==> src/hdl/frt_pkg.sv <==
package frt_pkg;

    localparam int CODE_REGS  = 6;
    localparam int MAX_SLOTS  = 6;
    localparam int CODE_W     = 8;
    localparam int CODE_IDX_W = $clog2(CODE_REGS);
    localparam int CMD_W      = 2;
    localparam int POS_W      = 3;
    localparam int TOTAL_W    = 3;
    localparam int DET_W      = 16;
    localparam int REV_W      = 16;
    localparam int EVT_W      = 32;
    localparam int OCC_W      = 16;
    localparam int IN_W       = 80;
    localparam int OUT_W      = 160;

    localparam logic [CMD_W-1:0] CMD_RAISE    = 2'd0;
    localparam logic [CMD_W-1:0] CMD_CLEAR    = 2'd1;
    localparam logic [CMD_W-1:0] CMD_READ_CODE = 2'd2;
    localparam logic [CMD_W-1:0] CMD_READ_POS = 2'd3;

    localparam logic [OCC_W-1:0] OCC_MAX = {OCC_W{1'b1}};

    typedef logic [CODE_REGS-1:0][CODE_W-1:0] t_codes;

    typedef struct packed {
        logic [2:0]        pad;
        logic [POS_W-1:0]  act_pos;
        logic [EVT_W-1:0]  evt_id;
        logic [REV_W-1:0]  config_revision;
        logic [DET_W-1:0]  detail;
        logic [CODE_W-1:0] fault_code;
        logic [CMD_W-1:0]  cmd;
    } t_item;

    typedef struct packed {
        logic              active;
        logic [DET_W-1:0]  first_det;
        logic [REV_W-1:0]  first_revision;
        logic [EVT_W-1:0]  first_event;
        logic [DET_W-1:0]  last_det;
        logic [REV_W-1:0]  last_revision;
        logic [EVT_W-1:0]  last_event;
        logic [OCC_W-1:0]  occurrences;
    } t_record;

    typedef struct packed {
        logic [2:0]         pad;
        logic [OCC_W-1:0]   rec_occurrences;
        logic [EVT_W-1:0]   rec_last_event;
        logic [REV_W-1:0]   rec_last_revision;
        logic [DET_W-1:0]   rec_last_det;
        logic [EVT_W-1:0]   rec_first_event;
        logic [REV_W-1:0]   rec_first_revision;
        logic [DET_W-1:0]   rec_first_det;
        logic               rec_active;
        logic [CODE_W-1:0]  rec_code;
        logic [TOTAL_W-1:0] active_total;
        logic               ok;
    } t_result;

    typedef struct packed {
        logic done;
        logic found;
    } t_scan_sts;

    typedef struct packed {
        logic raise;
        logic clear;
    } t_store_wr;

endpackage

==> src/hdl/fault_record_table.sv <==
// Fault record table.
// Input stream s_axis carries one command per transaction (raise, clear, read by
// code, read by active position); m_axis returns exactly one result per command.
// Slot codes are set through the write port i_cfg_we / i_cfg_idx / i_cfg_data,
// one register per edge with i_cfg_we high; they are to be written only while
// no command is in flight, which the block itself does not enforce.
// A command is handled by one comparator stepped over the slots, one slot per
// cycle, until the lowest match (or the last slot), then an update state writes
// the record (raise or clear that matched) and an output state loads the result
// once the output register is free.
// s_axis_tready is high only while no command is in flight, so a new command
// is taken at the earliest in the cycle after the previous result is loaded.
// When the receiver stalls, the finished result waits in the output register;
// the block still accepts the next command and scans it, and only holds that
// command's result until the register is free.
// Synchronous reset clears all records, the active count and the result valid,
// and returns slot code registers to 0..5.
module fault_record_table #(
    parameter int RECORD_SLOTS = frt_pkg::MAX_SLOTS
) (
    input  logic                          i_clk,
    input  logic                          i_rst_n,
    input  logic                          s_axis_tvalid,
    output logic                          s_axis_tready,
    // cmd, fault_code, detail, config_revision, event id, active position, zero fill
    input  logic [frt_pkg::IN_W-1:0]      s_axis_tdata,
    output logic                          m_axis_tvalid,
    input  logic                          m_axis_tready,
    // ok, active_total, rec_code, rec_active, rec_first_det,
    // rec_first_revision, rec_first_event, rec_last_det, rec_last_revision,
    // rec_last_event, rec_occurrences, zero fill
    output logic [frt_pkg::OUT_W-1:0]     m_axis_tdata,
    input  logic                          i_cfg_we,
    input  logic [frt_pkg::CODE_IDX_W-1:0] i_cfg_idx,
    input  logic [frt_pkg::CODE_W-1:0]    i_cfg_data
);
    import frt_pkg::*;

    localparam int IDX_W = (RECORD_SLOTS > 1) ? $clog2(RECORD_SLOTS) : 1;

    localparam logic [1:0] ST_IDLE = 2'd0;
    localparam logic [1:0] ST_SCAN = 2'd1;
    localparam logic [1:0] ST_UPD  = 2'd2;
    localparam logic [1:0] ST_OUT  = 2'd3;

    logic [1:0]         r_state, n_state;
    t_item              r_item;
    t_codes             r_codes;
    logic [TOTAL_W-1:0] r_total, n_total;
    logic               r_m_valid, n_m_valid;
    t_result            r_m_data, n_m_data;

    logic               w_accept;
    logic               w_start;
    t_scan_sts          w_sts;
    logic               w_found;
    logic [IDX_W-1:0]   w_slot;
    t_store_wr          w_wr;
    t_record            w_rec;
    logic [RECORD_SLOTS-1:0] w_active;
    logic               w_out_free;

    assign s_axis_tready = (r_state == ST_IDLE);
    assign w_accept      = s_axis_tvalid && s_axis_tready;
    assign w_start       = w_accept;
    assign w_out_free    = !r_m_valid || m_axis_tready;

    frt_scan #(
        .RECORD_SLOTS(RECORD_SLOTS)
    ) u_scan (
        .i_clk    (i_clk),
        .i_rst_n  (i_rst_n),
        .i_start  (w_start),
        .i_by_pos (r_item.cmd == CMD_READ_POS),
        .i_code   (r_item.fault_code),
        .i_pos    (r_item.act_pos),
        .i_codes  (r_codes),
        .i_active (w_active),
        .o_sts    (w_sts),
        .o_slot   (w_slot)
    );

    frt_store #(
        .RECORD_SLOTS(RECORD_SLOTS)
    ) u_store (
        .i_clk      (i_clk),
        .i_rst_n    (i_rst_n),
        .i_wr       (w_wr),
        .i_slot     (w_slot),
        .i_detail   (r_item.detail),
        .i_revision (r_item.config_revision),
        .i_event    (r_item.evt_id),
        .o_rec      (w_rec),
        .o_active   (w_active)
    );

    assign w_found = w_sts.found;

    always_comb begin
        w_wr.raise = (r_state == ST_UPD) && (r_item.cmd == CMD_RAISE);
        w_wr.clear = (r_state == ST_UPD) && (r_item.cmd == CMD_CLEAR);
    end

    always_comb begin
        n_state   = r_state;
        n_total   = r_total;
        n_m_valid = r_m_valid;
        n_m_data  = r_m_data;
        if (r_m_valid && m_axis_tready) begin
            n_m_valid = 1'b0;
        end
        case (r_state)
            ST_IDLE: begin
                if (w_accept) begin
                    n_state = ST_SCAN;
                end
            end
            ST_SCAN: begin
                if (w_sts.done) begin
                    if (w_sts.found && ((r_item.cmd == CMD_RAISE) ||
                                        (r_item.cmd == CMD_CLEAR))) begin
                        n_state = ST_UPD;
                    end else begin
                        n_state = ST_OUT;
                    end
                end
            end
            ST_UPD: begin
                if (w_wr.raise && !w_rec.active) begin
                    n_total = r_total + 1'b1;
                end else if (w_wr.clear && w_rec.active) begin
                    n_total = r_total - 1'b1;
                end
                n_state = ST_OUT;
            end
            ST_OUT: begin
                if (w_out_free) begin
                    n_m_valid             = 1'b1;
                    n_m_data              = '0;
                    n_m_data.ok           = w_found;
                    n_m_data.active_total = r_total;
                    if (w_found) begin
                        n_m_data.rec_code           = r_codes[CODE_IDX_W'(w_slot)];
                        n_m_data.rec_active         = w_rec.active;
                        n_m_data.rec_first_det      = w_rec.first_det;
                        n_m_data.rec_first_revision = w_rec.first_revision;
                        n_m_data.rec_first_event    = w_rec.first_event;
                        n_m_data.rec_last_det       = w_rec.last_det;
                        n_m_data.rec_last_revision  = w_rec.last_revision;
                        n_m_data.rec_last_event     = w_rec.last_event;
                        n_m_data.rec_occurrences    = w_rec.occurrences;
                    end
                    n_state = ST_IDLE;
                end
            end
            default: begin
                n_state = ST_IDLE;
            end
        endcase
    end

    always_ff @(posedge i_clk) begin
        if (!i_rst_n) begin
            r_state   <= ST_IDLE;
            r_total   <= '0;
            r_m_valid <= 1'b0;
        end else begin
            r_state   <= n_state;
            r_total   <= n_total;
            r_m_valid <= n_m_valid;
        end
    end

    always_ff @(posedge i_clk) begin
        r_m_data <= n_m_data;
        if (w_accept) begin
            r_item <= t_item'(s_axis_tdata);
        end
    end

    always_ff @(posedge i_clk) begin
        if (!i_rst_n) begin
            for (int i = 0; i < CODE_REGS; i++) begin
                r_codes[i] <= CODE_W'(i);
            end
        end else if (i_cfg_we && (i_cfg_idx < CODE_IDX_W'(CODE_REGS))) begin
            r_codes[i_cfg_idx] <= i_cfg_data;
        end
    end

    assign m_axis_tvalid = r_m_valid;
    assign m_axis_tdata  = r_m_data;

endmodule

==> src/hdl/frt_scan.sv <==
module frt_scan #(
    parameter int RECORD_SLOTS = frt_pkg::MAX_SLOTS
) (
    input  logic                          i_clk,
    input  logic                          i_rst_n,
    input  logic                          i_start,
    input  logic                          i_by_pos,
    input  logic [frt_pkg::CODE_W-1:0]    i_code,
    input  logic [frt_pkg::POS_W-1:0]     i_pos,
    input  frt_pkg::t_codes               i_codes,
    input  logic [RECORD_SLOTS-1:0]       i_active,
    output frt_pkg::t_scan_sts            o_sts,
    output logic [((RECORD_SLOTS > 1) ? $clog2(RECORD_SLOTS) : 1)-1:0] o_slot
);
    import frt_pkg::*;

    localparam int IDX_W = (RECORD_SLOTS > 1) ? $clog2(RECORD_SLOTS) : 1;
    localparam logic [IDX_W-1:0] LAST_IDX = IDX_W'(RECORD_SLOTS - 1);

    logic             r_busy, n_busy;
    logic             r_done, n_done;
    logic             r_found, n_found;
    logic [IDX_W-1:0] r_idx, n_idx;
    logic [POS_W-1:0] r_seen, n_seen;

    logic [CODE_W-1:0] w_cmp_a, w_cmp_b;
    logic              w_hit;
    logic              w_act;

    // one shared comparator: slot code vs. fault code, or active rank vs. position
    assign w_act   = i_active[r_idx];
    assign w_cmp_a = i_by_pos ? CODE_W'(r_seen) : i_codes[CODE_IDX_W'(r_idx)];
    assign w_cmp_b = i_by_pos ? CODE_W'(i_pos) : i_code;
    assign w_hit   = (w_cmp_a == w_cmp_b) && (!i_by_pos || w_act);

    always_comb begin
        n_busy  = r_busy;
        n_done  = 1'b0;
        n_found = r_found;
        n_idx   = r_idx;
        n_seen  = r_seen;
        if (i_start) begin
            n_busy  = 1'b1;
            n_found = 1'b0;
            n_idx   = '0;
            n_seen  = '0;
        end else if (r_busy) begin
            if (w_hit || (r_idx == LAST_IDX)) begin
                n_busy  = 1'b0;
                n_done  = 1'b1;
                n_found = w_hit;
            end else begin
                n_idx  = r_idx + 1'b1;
                n_seen = r_seen + POS_W'(w_act);
            end
        end
    end

    always_ff @(posedge i_clk) begin
        if (!i_rst_n) begin
            r_busy  <= 1'b0;
            r_done  <= 1'b0;
            r_found <= 1'b0;
            r_idx   <= '0;
            r_seen  <= '0;
        end else begin
            r_busy  <= n_busy;
            r_done  <= n_done;
            r_found <= n_found;
            r_idx   <= n_idx;
            r_seen  <= n_seen;
        end
    end

    assign o_sts.done  = r_done;
    assign o_sts.found = r_found;
    assign o_slot      = r_idx;

endmodule

==> src/hdl/frt_store.sv <==
module frt_store #(
    parameter int RECORD_SLOTS = frt_pkg::MAX_SLOTS
) (
    input  logic                       i_clk,
    input  logic                       i_rst_n,
    input  frt_pkg::t_store_wr         i_wr,
    input  logic [((RECORD_SLOTS > 1) ? $clog2(RECORD_SLOTS) : 1)-1:0] i_slot,
    input  logic [frt_pkg::DET_W-1:0]  i_detail,
    input  logic [frt_pkg::REV_W-1:0]  i_revision,
    input  logic [frt_pkg::EVT_W-1:0]  i_event,
    output frt_pkg::t_record           o_rec,
    output logic [RECORD_SLOTS-1:0]    o_active
);
    import frt_pkg::*;

    t_record r_rec [RECORD_SLOTS];
    t_record w_cur;
    t_record w_raised;

    assign w_cur = r_rec[i_slot];

    always_comb begin
        w_raised = w_cur;
        if (!w_cur.active) begin
            w_raised.first_det      = i_detail;
            w_raised.first_revision = i_revision;
            w_raised.first_event    = i_event;
            w_raised.occurrences    = OCC_W'(1);
        end else if (w_cur.occurrences != OCC_MAX) begin
            w_raised.occurrences = w_cur.occurrences + OCC_W'(1);
        end
        w_raised.last_det      = i_detail;
        w_raised.last_revision = i_revision;
        w_raised.last_event    = i_event;
        w_raised.active        = 1'b1;
    end

    always_ff @(posedge i_clk) begin
        if (!i_rst_n) begin
            for (int s = 0; s < RECORD_SLOTS; s++) begin
                r_rec[s] <= '0;
            end
        end else if (i_wr.clear) begin
            r_rec[i_slot] <= '0;
        end else if (i_wr.raise) begin
            r_rec[i_slot] <= w_raised;
        end
    end

    always_comb begin
        for (int s = 0; s < RECORD_SLOTS; s++) begin
            o_active[s] = r_rec[s].active;
        end
    end

    assign o_rec = w_cur;

endmodule

==> config.mk <==
export PLATFORM = sky130hd
export DESIGN_NAME = fault_record_table
export DESIGN_NICKNAME = d
export VERILOG_FILES = /design/src/hdl/frt_pkg.sv /design/src/hdl/fault_record_table.sv /design/src/hdl/frt_scan.sv /design/src/hdl/frt_store.sv
export SDC_FILE = /design/constraint.sdc
export NUM_CORES = 2
export LEC_CHECK = 0
export CORE_ASPECT_RATIO = 1.75
export CORE_MARGIN = 2
export CORE_UTILIZATION = 60
export DETAILED_ROUTE_END_ITERATION = 12
export DONT_BUFFER_PORTS = 1
export PLACE_DENSITY_LB_ADDON = 0.25
export SLEW_MARGIN = 10
export SYNTH_ARGS = -nofsm -noshare
export SYNTH_HDL_FRONTEND = slang
export SYNTH_SLANG_ARGS = --single-unit
==> constraint.sdc <==
create_clock -name i_clk -period 35.4 [get_ports i_clk]
set_input_delay 7.08 -clock i_clk [delete_from_list [all_inputs] [get_ports i_clk]]
set_output_delay 7.08 -clock i_clk [all_outputs]
set_load 0.01 [all_outputs]
==> metrics <==
async set-or-reset flop fraction in the synthesized netlist 0%; cell count after synthesis 3683; weighted congestion reported at the end of routability-driven placement 0.823; net switching power of the design 0.000954 W; largest net degree at the start of global routing 158; fmax 0.105 GHz; die area 103000 sq um; Final #Nets 3749; met2 wire length 74000 microns; Worst setup EP type flip-flop; met3 WL post-DR 10600 microns; number of max-slew violations in the final report 0; number of top-level pins 258; Mapped Avg Cell Area 16.4 sq um; wire length on met1 52700 microns; Leakage Power 22.2 nW; count of yosys warnings during synthesis 0; number of max-cap violations 0; Int Power 0.00291 W; area added between synthesis and finish 8.71%; buffers from clock root to sink, at most 3; Core ar. 100000 sq um; max_slew headroom 20.2%; layout cell share with drive strength beyond 1 16.0%; stage delay of the slowest cell on the critical path 0.96 ns; Most used DFF post-synth sky130_fd_sc_hd__edfxtp_1; TritonCTS Buffers 132; Unique masters post-synth 69; DRT Wirelength 141000 microns; Die Span Y 424 microns; Clock power frac 35.1%; Root Buffer sky130_fd_sc_hd__clkbuf_16; post-CTS repair timing setup buffer count 0; power density over the cells 58.8 nW/um^2; switching share of power 24.7%; worst endpoint required time 35.76 ns; post-synthesis cell area 60500 sq um; floorplan row count 154; die outline width 244 microns; vias in the first global route 33872; number of buffers inserted by hold repair at cts 0; Detail Placement HPWL 73600 microns; Final Hold Viols 0; Least-Margin Pin Slew 1.19 ns; worst voltage drop across the vdd grid 0.0000631 V; RSZ-0062 raised after global routing false; worst hold-check path type reg -> reg; DRC violation count after routing 0; number of search-and-repair iterations in the first detailed-routing pass 6; later-pin clock latency in the skew report 0.75 ns; number of port buffers 0; overall global routing resource usage 27.7%; first-pass GRT wire length 210000 microns; largest fanout on the critical path 67; commonest non-fill, non-tap cells in the layout 1394 x sky130_fd_sc_hd__edfxtp_1, 563 x sky130_fd_sc_hd__nor2_1, 393 x sky130_fd_sc_hd__and2_1, 295 x sky130_fd_sc_hd__mux4_2, 180 x sky130_fd_sc_hd__nand2_1; drt initial violations 2961; flop and latch count out of synthesis 1460; H-tree depth 4; most used cell along the critical path sky130_fd_sc_hd__nand2_4; starting density of the core 60.3%; clock sink count 1460; via count 32091; clock tree from TritonCTS yes; total global routing overflow 0; cell breakdown of the critical path and3_1 -> nand2_4 -> nand2_4 -> buf_4; combinational group share of total power 11.4%; Gates resized, CTS repair 0; crit path kind in -> reg; Critical Path Slowest Stage Cell sky130_fd_sc_hd__nand2_4; share of the yosys chip area belonging to registers 71.4%; final worst-path setup slack 25.90 ns; Worst EP arrival 9.86 ns; Setup TNS 0 ns; run status finished, final reports clean; Clock transition at path regs 0.07 ns; Via-to-Cell Ratio 6.33; most common cell after layout, fill and taps aside sky130_fd_sc_hd__edfxtp_1; routed wire length per instance 27.9 microns; fill cell count 6712; Antenna Nets Post-Route 0; initial antenna violation count 11; kind of start point of the critical path primary input; setup violation total in the final timing report 0; highest routed metal layer met5; final critical-path required period 9.50 ns; count of flip-flops with a built-in enable after synthesis 1394; Final Cycle Share 26.8%; Post-Route Skew 0.0229 ns; share of total power in sequential cells 53.5%; post-placement worst setup slack 25.14 ns; r2r setup slk 30.40 ns
==> synth_stat cells, types with 4 or more instances <==
| cell | n | share of area [%] |
|---|---|---|
| sky130_fd_sc_hd__nand3_1 | 27 | 0.22 |
| sky130_fd_sc_hd__buf_4 | 11 | 0.14 |
| sky130_fd_sc_hd__xnor2_1 | 8 | 0.12 |
| sky130_fd_sc_hd__nand4_1 | 4 | 0.041 |
| sky130_fd_sc_hd__o211ai_2 | 30 | 0.62 |
| sky130_fd_sc_hd__inv_1 | 78 | 0.48 |
| sky130_fd_sc_hd__edfxtp_1 | 1394 | 69 |
| sky130_fd_sc_hd__ha_1 | 9 | 0.19 |
| sky130_fd_sc_hd__and2_1 | 393 | 4.1 |
| sky130_fd_sc_hd__or2_2 | 6 | 0.062 |
| sky130_fd_sc_hd__nor3_1 | 26 | 0.22 |
| sky130_fd_sc_hd__o21ai_0 | 9 | 0.074 |
| sky130_fd_sc_hd__buf_1 | 10 | 0.062 |
| sky130_fd_sc_hd__mux4_2 | 295 | 11 |
| sky130_fd_sc_hd__nor2_1 | 567 | 3.5 |
| sky130_fd_sc_hd__nor2b_1 | 15 | 0.16 |
| sky130_fd_sc_hd__clkbuf_1 | 136 | 0.84 |
| sky130_fd_sc_hd__mux2i_1 | 153 | 2.5 |
| sky130_fd_sc_hd__dfxtp_1 | 66 | 2.2 |
| sky130_fd_sc_hd__buf_6 | 5 | 0.093 |
| sky130_fd_sc_hd__xor2_1 | 7 | 0.10 |
| sky130_fd_sc_hd__and3_1 | 6 | 0.062 |
| sky130_fd_sc_hd__o211ai_1 | 39 | 0.48 |
| sky130_fd_sc_hd__mux2_2 | 12 | 0.22 |
| sky130_fd_sc_hd__nand2_1 | 187 | 1.2 |
| sky130_fd_sc_hd__nor3b_1 | 4 | 0.050 |
| sky130_fd_sc_hd__or4_1 | 4 | 0.050 |
| sky130_fd_sc_hd__a21boi_0 | 41 | 0.51 |
| sky130_fd_sc_hd__o31ai_1 | 5 | 0.062 |
| sky130_fd_sc_hd__buf_2 | 62 | 0.51 |
| sky130_fd_sc_hd__nand2b_1 | 7 | 0.072 |
| sky130_fd_sc_hd__a21oi_1 | 17 | 0.14 |
==> state kept, by name (all words and copies together), names as in the netlist, named ones only <==
signal,cells
u_store.r_rec,1160
m_axis_tdata,157
r_item,77
r_codes,48
r_total,3
u_scan.o_slot,3
u_scan.r_seen,3
r_state,2
m_axis_tvalid,1
u_scan.r_busy,1
u_scan.r_done,1
u_scan.r_found,1
==> cells by family (layout without fill, tap and decap cells) <==
group	count (synthesis)	count (layout)	synth area share, %
buf+inv	304	359	2.16
xor+xnor	16	16	0.244
mux	461	461	13.8
other cells	1	8	0.00620
fa+ha+maj	10	10	0.219
flops	1460	1460	71.4
compound gates	167	167	2.26
simple gates	1264	1264	9.96
==> critical path, delay by kind of cell <==
family	cells	cell delay, ns
simple gates	3	1.75
buf+inv	1	0.94
==> power groups by stage <==
stage                     clock network, W  registers [W]  logic [W]
after global placement                   0        0.00210   0.000437
after CTS                          0.00137        0.00207   0.000444
after floorplan                          0        0.00208   0.000339
after global routing               0.00143        0.00208   0.000469
after detailed placement                 0        0.00210   0.000442
final                              0.00136        0.00207   0.000439
==> final cells by class <==
cell class                      count  area (sq um)  share of cell area, %
Sequential cell                  1460         43200                   65.7
Multi-Input combinational cell   1921         16100                   24.6
Clock buffer                      174          3590                   5.45
Tap cell                         1326          1660                   2.52
Timing Repair Buffer               49           455                  0.693
Clock inverter                     57           407                  0.618
Inverter                           79           307                  0.466
Antenna cell                        5          12.5                 0.0190
==> path summary, 6_finish.rpt <==
path	depth (start not counted)	to	from
setup / recovery	4	u_store.r_rec[2][117]$_SDFFCE_PN0P_	i_rst_n
hold / removal	0	m_axis_tdata[3]$_DFFE_PP_	r_total[2]$_SDFFE_PN0P_
setup reg to reg	8	u_store.r_rec[5][98]$_DFFE_PP_	flip-flop
hold reg to reg	0	m_axis_tdata[3]$_DFFE_PP_	r_total[2]$_SDFFE_PN0P_
==> per-layer routing <==
layer / vias to the layer above / global-route usage, %
met2: 1454 / 48.3
met5: - / 0
met1: 16689 / 35.4
met4: 4 / 9.21
li1: 13682 / -
met3: 262 / 4.81
==> metrics by stage <==
step,power [W],std cells,hold WS (ns),area (sq um),util [%]
2_1_floorplan,0.00242,3685,0.429,60500,-
3_3_place_gp,0.00254,4835,0.441,61800,61.5
3_5_place_dp,0.00255,4835,0.446,61800,61.5
4_1_cts,0.00389,5066,0.458,65800,65.5
5_1_grt,0.00398,5068,0.463,65800,65.5
6_report,0.00387,5071,0.460,65800,65.5
(Power assumes the default switching activity.)
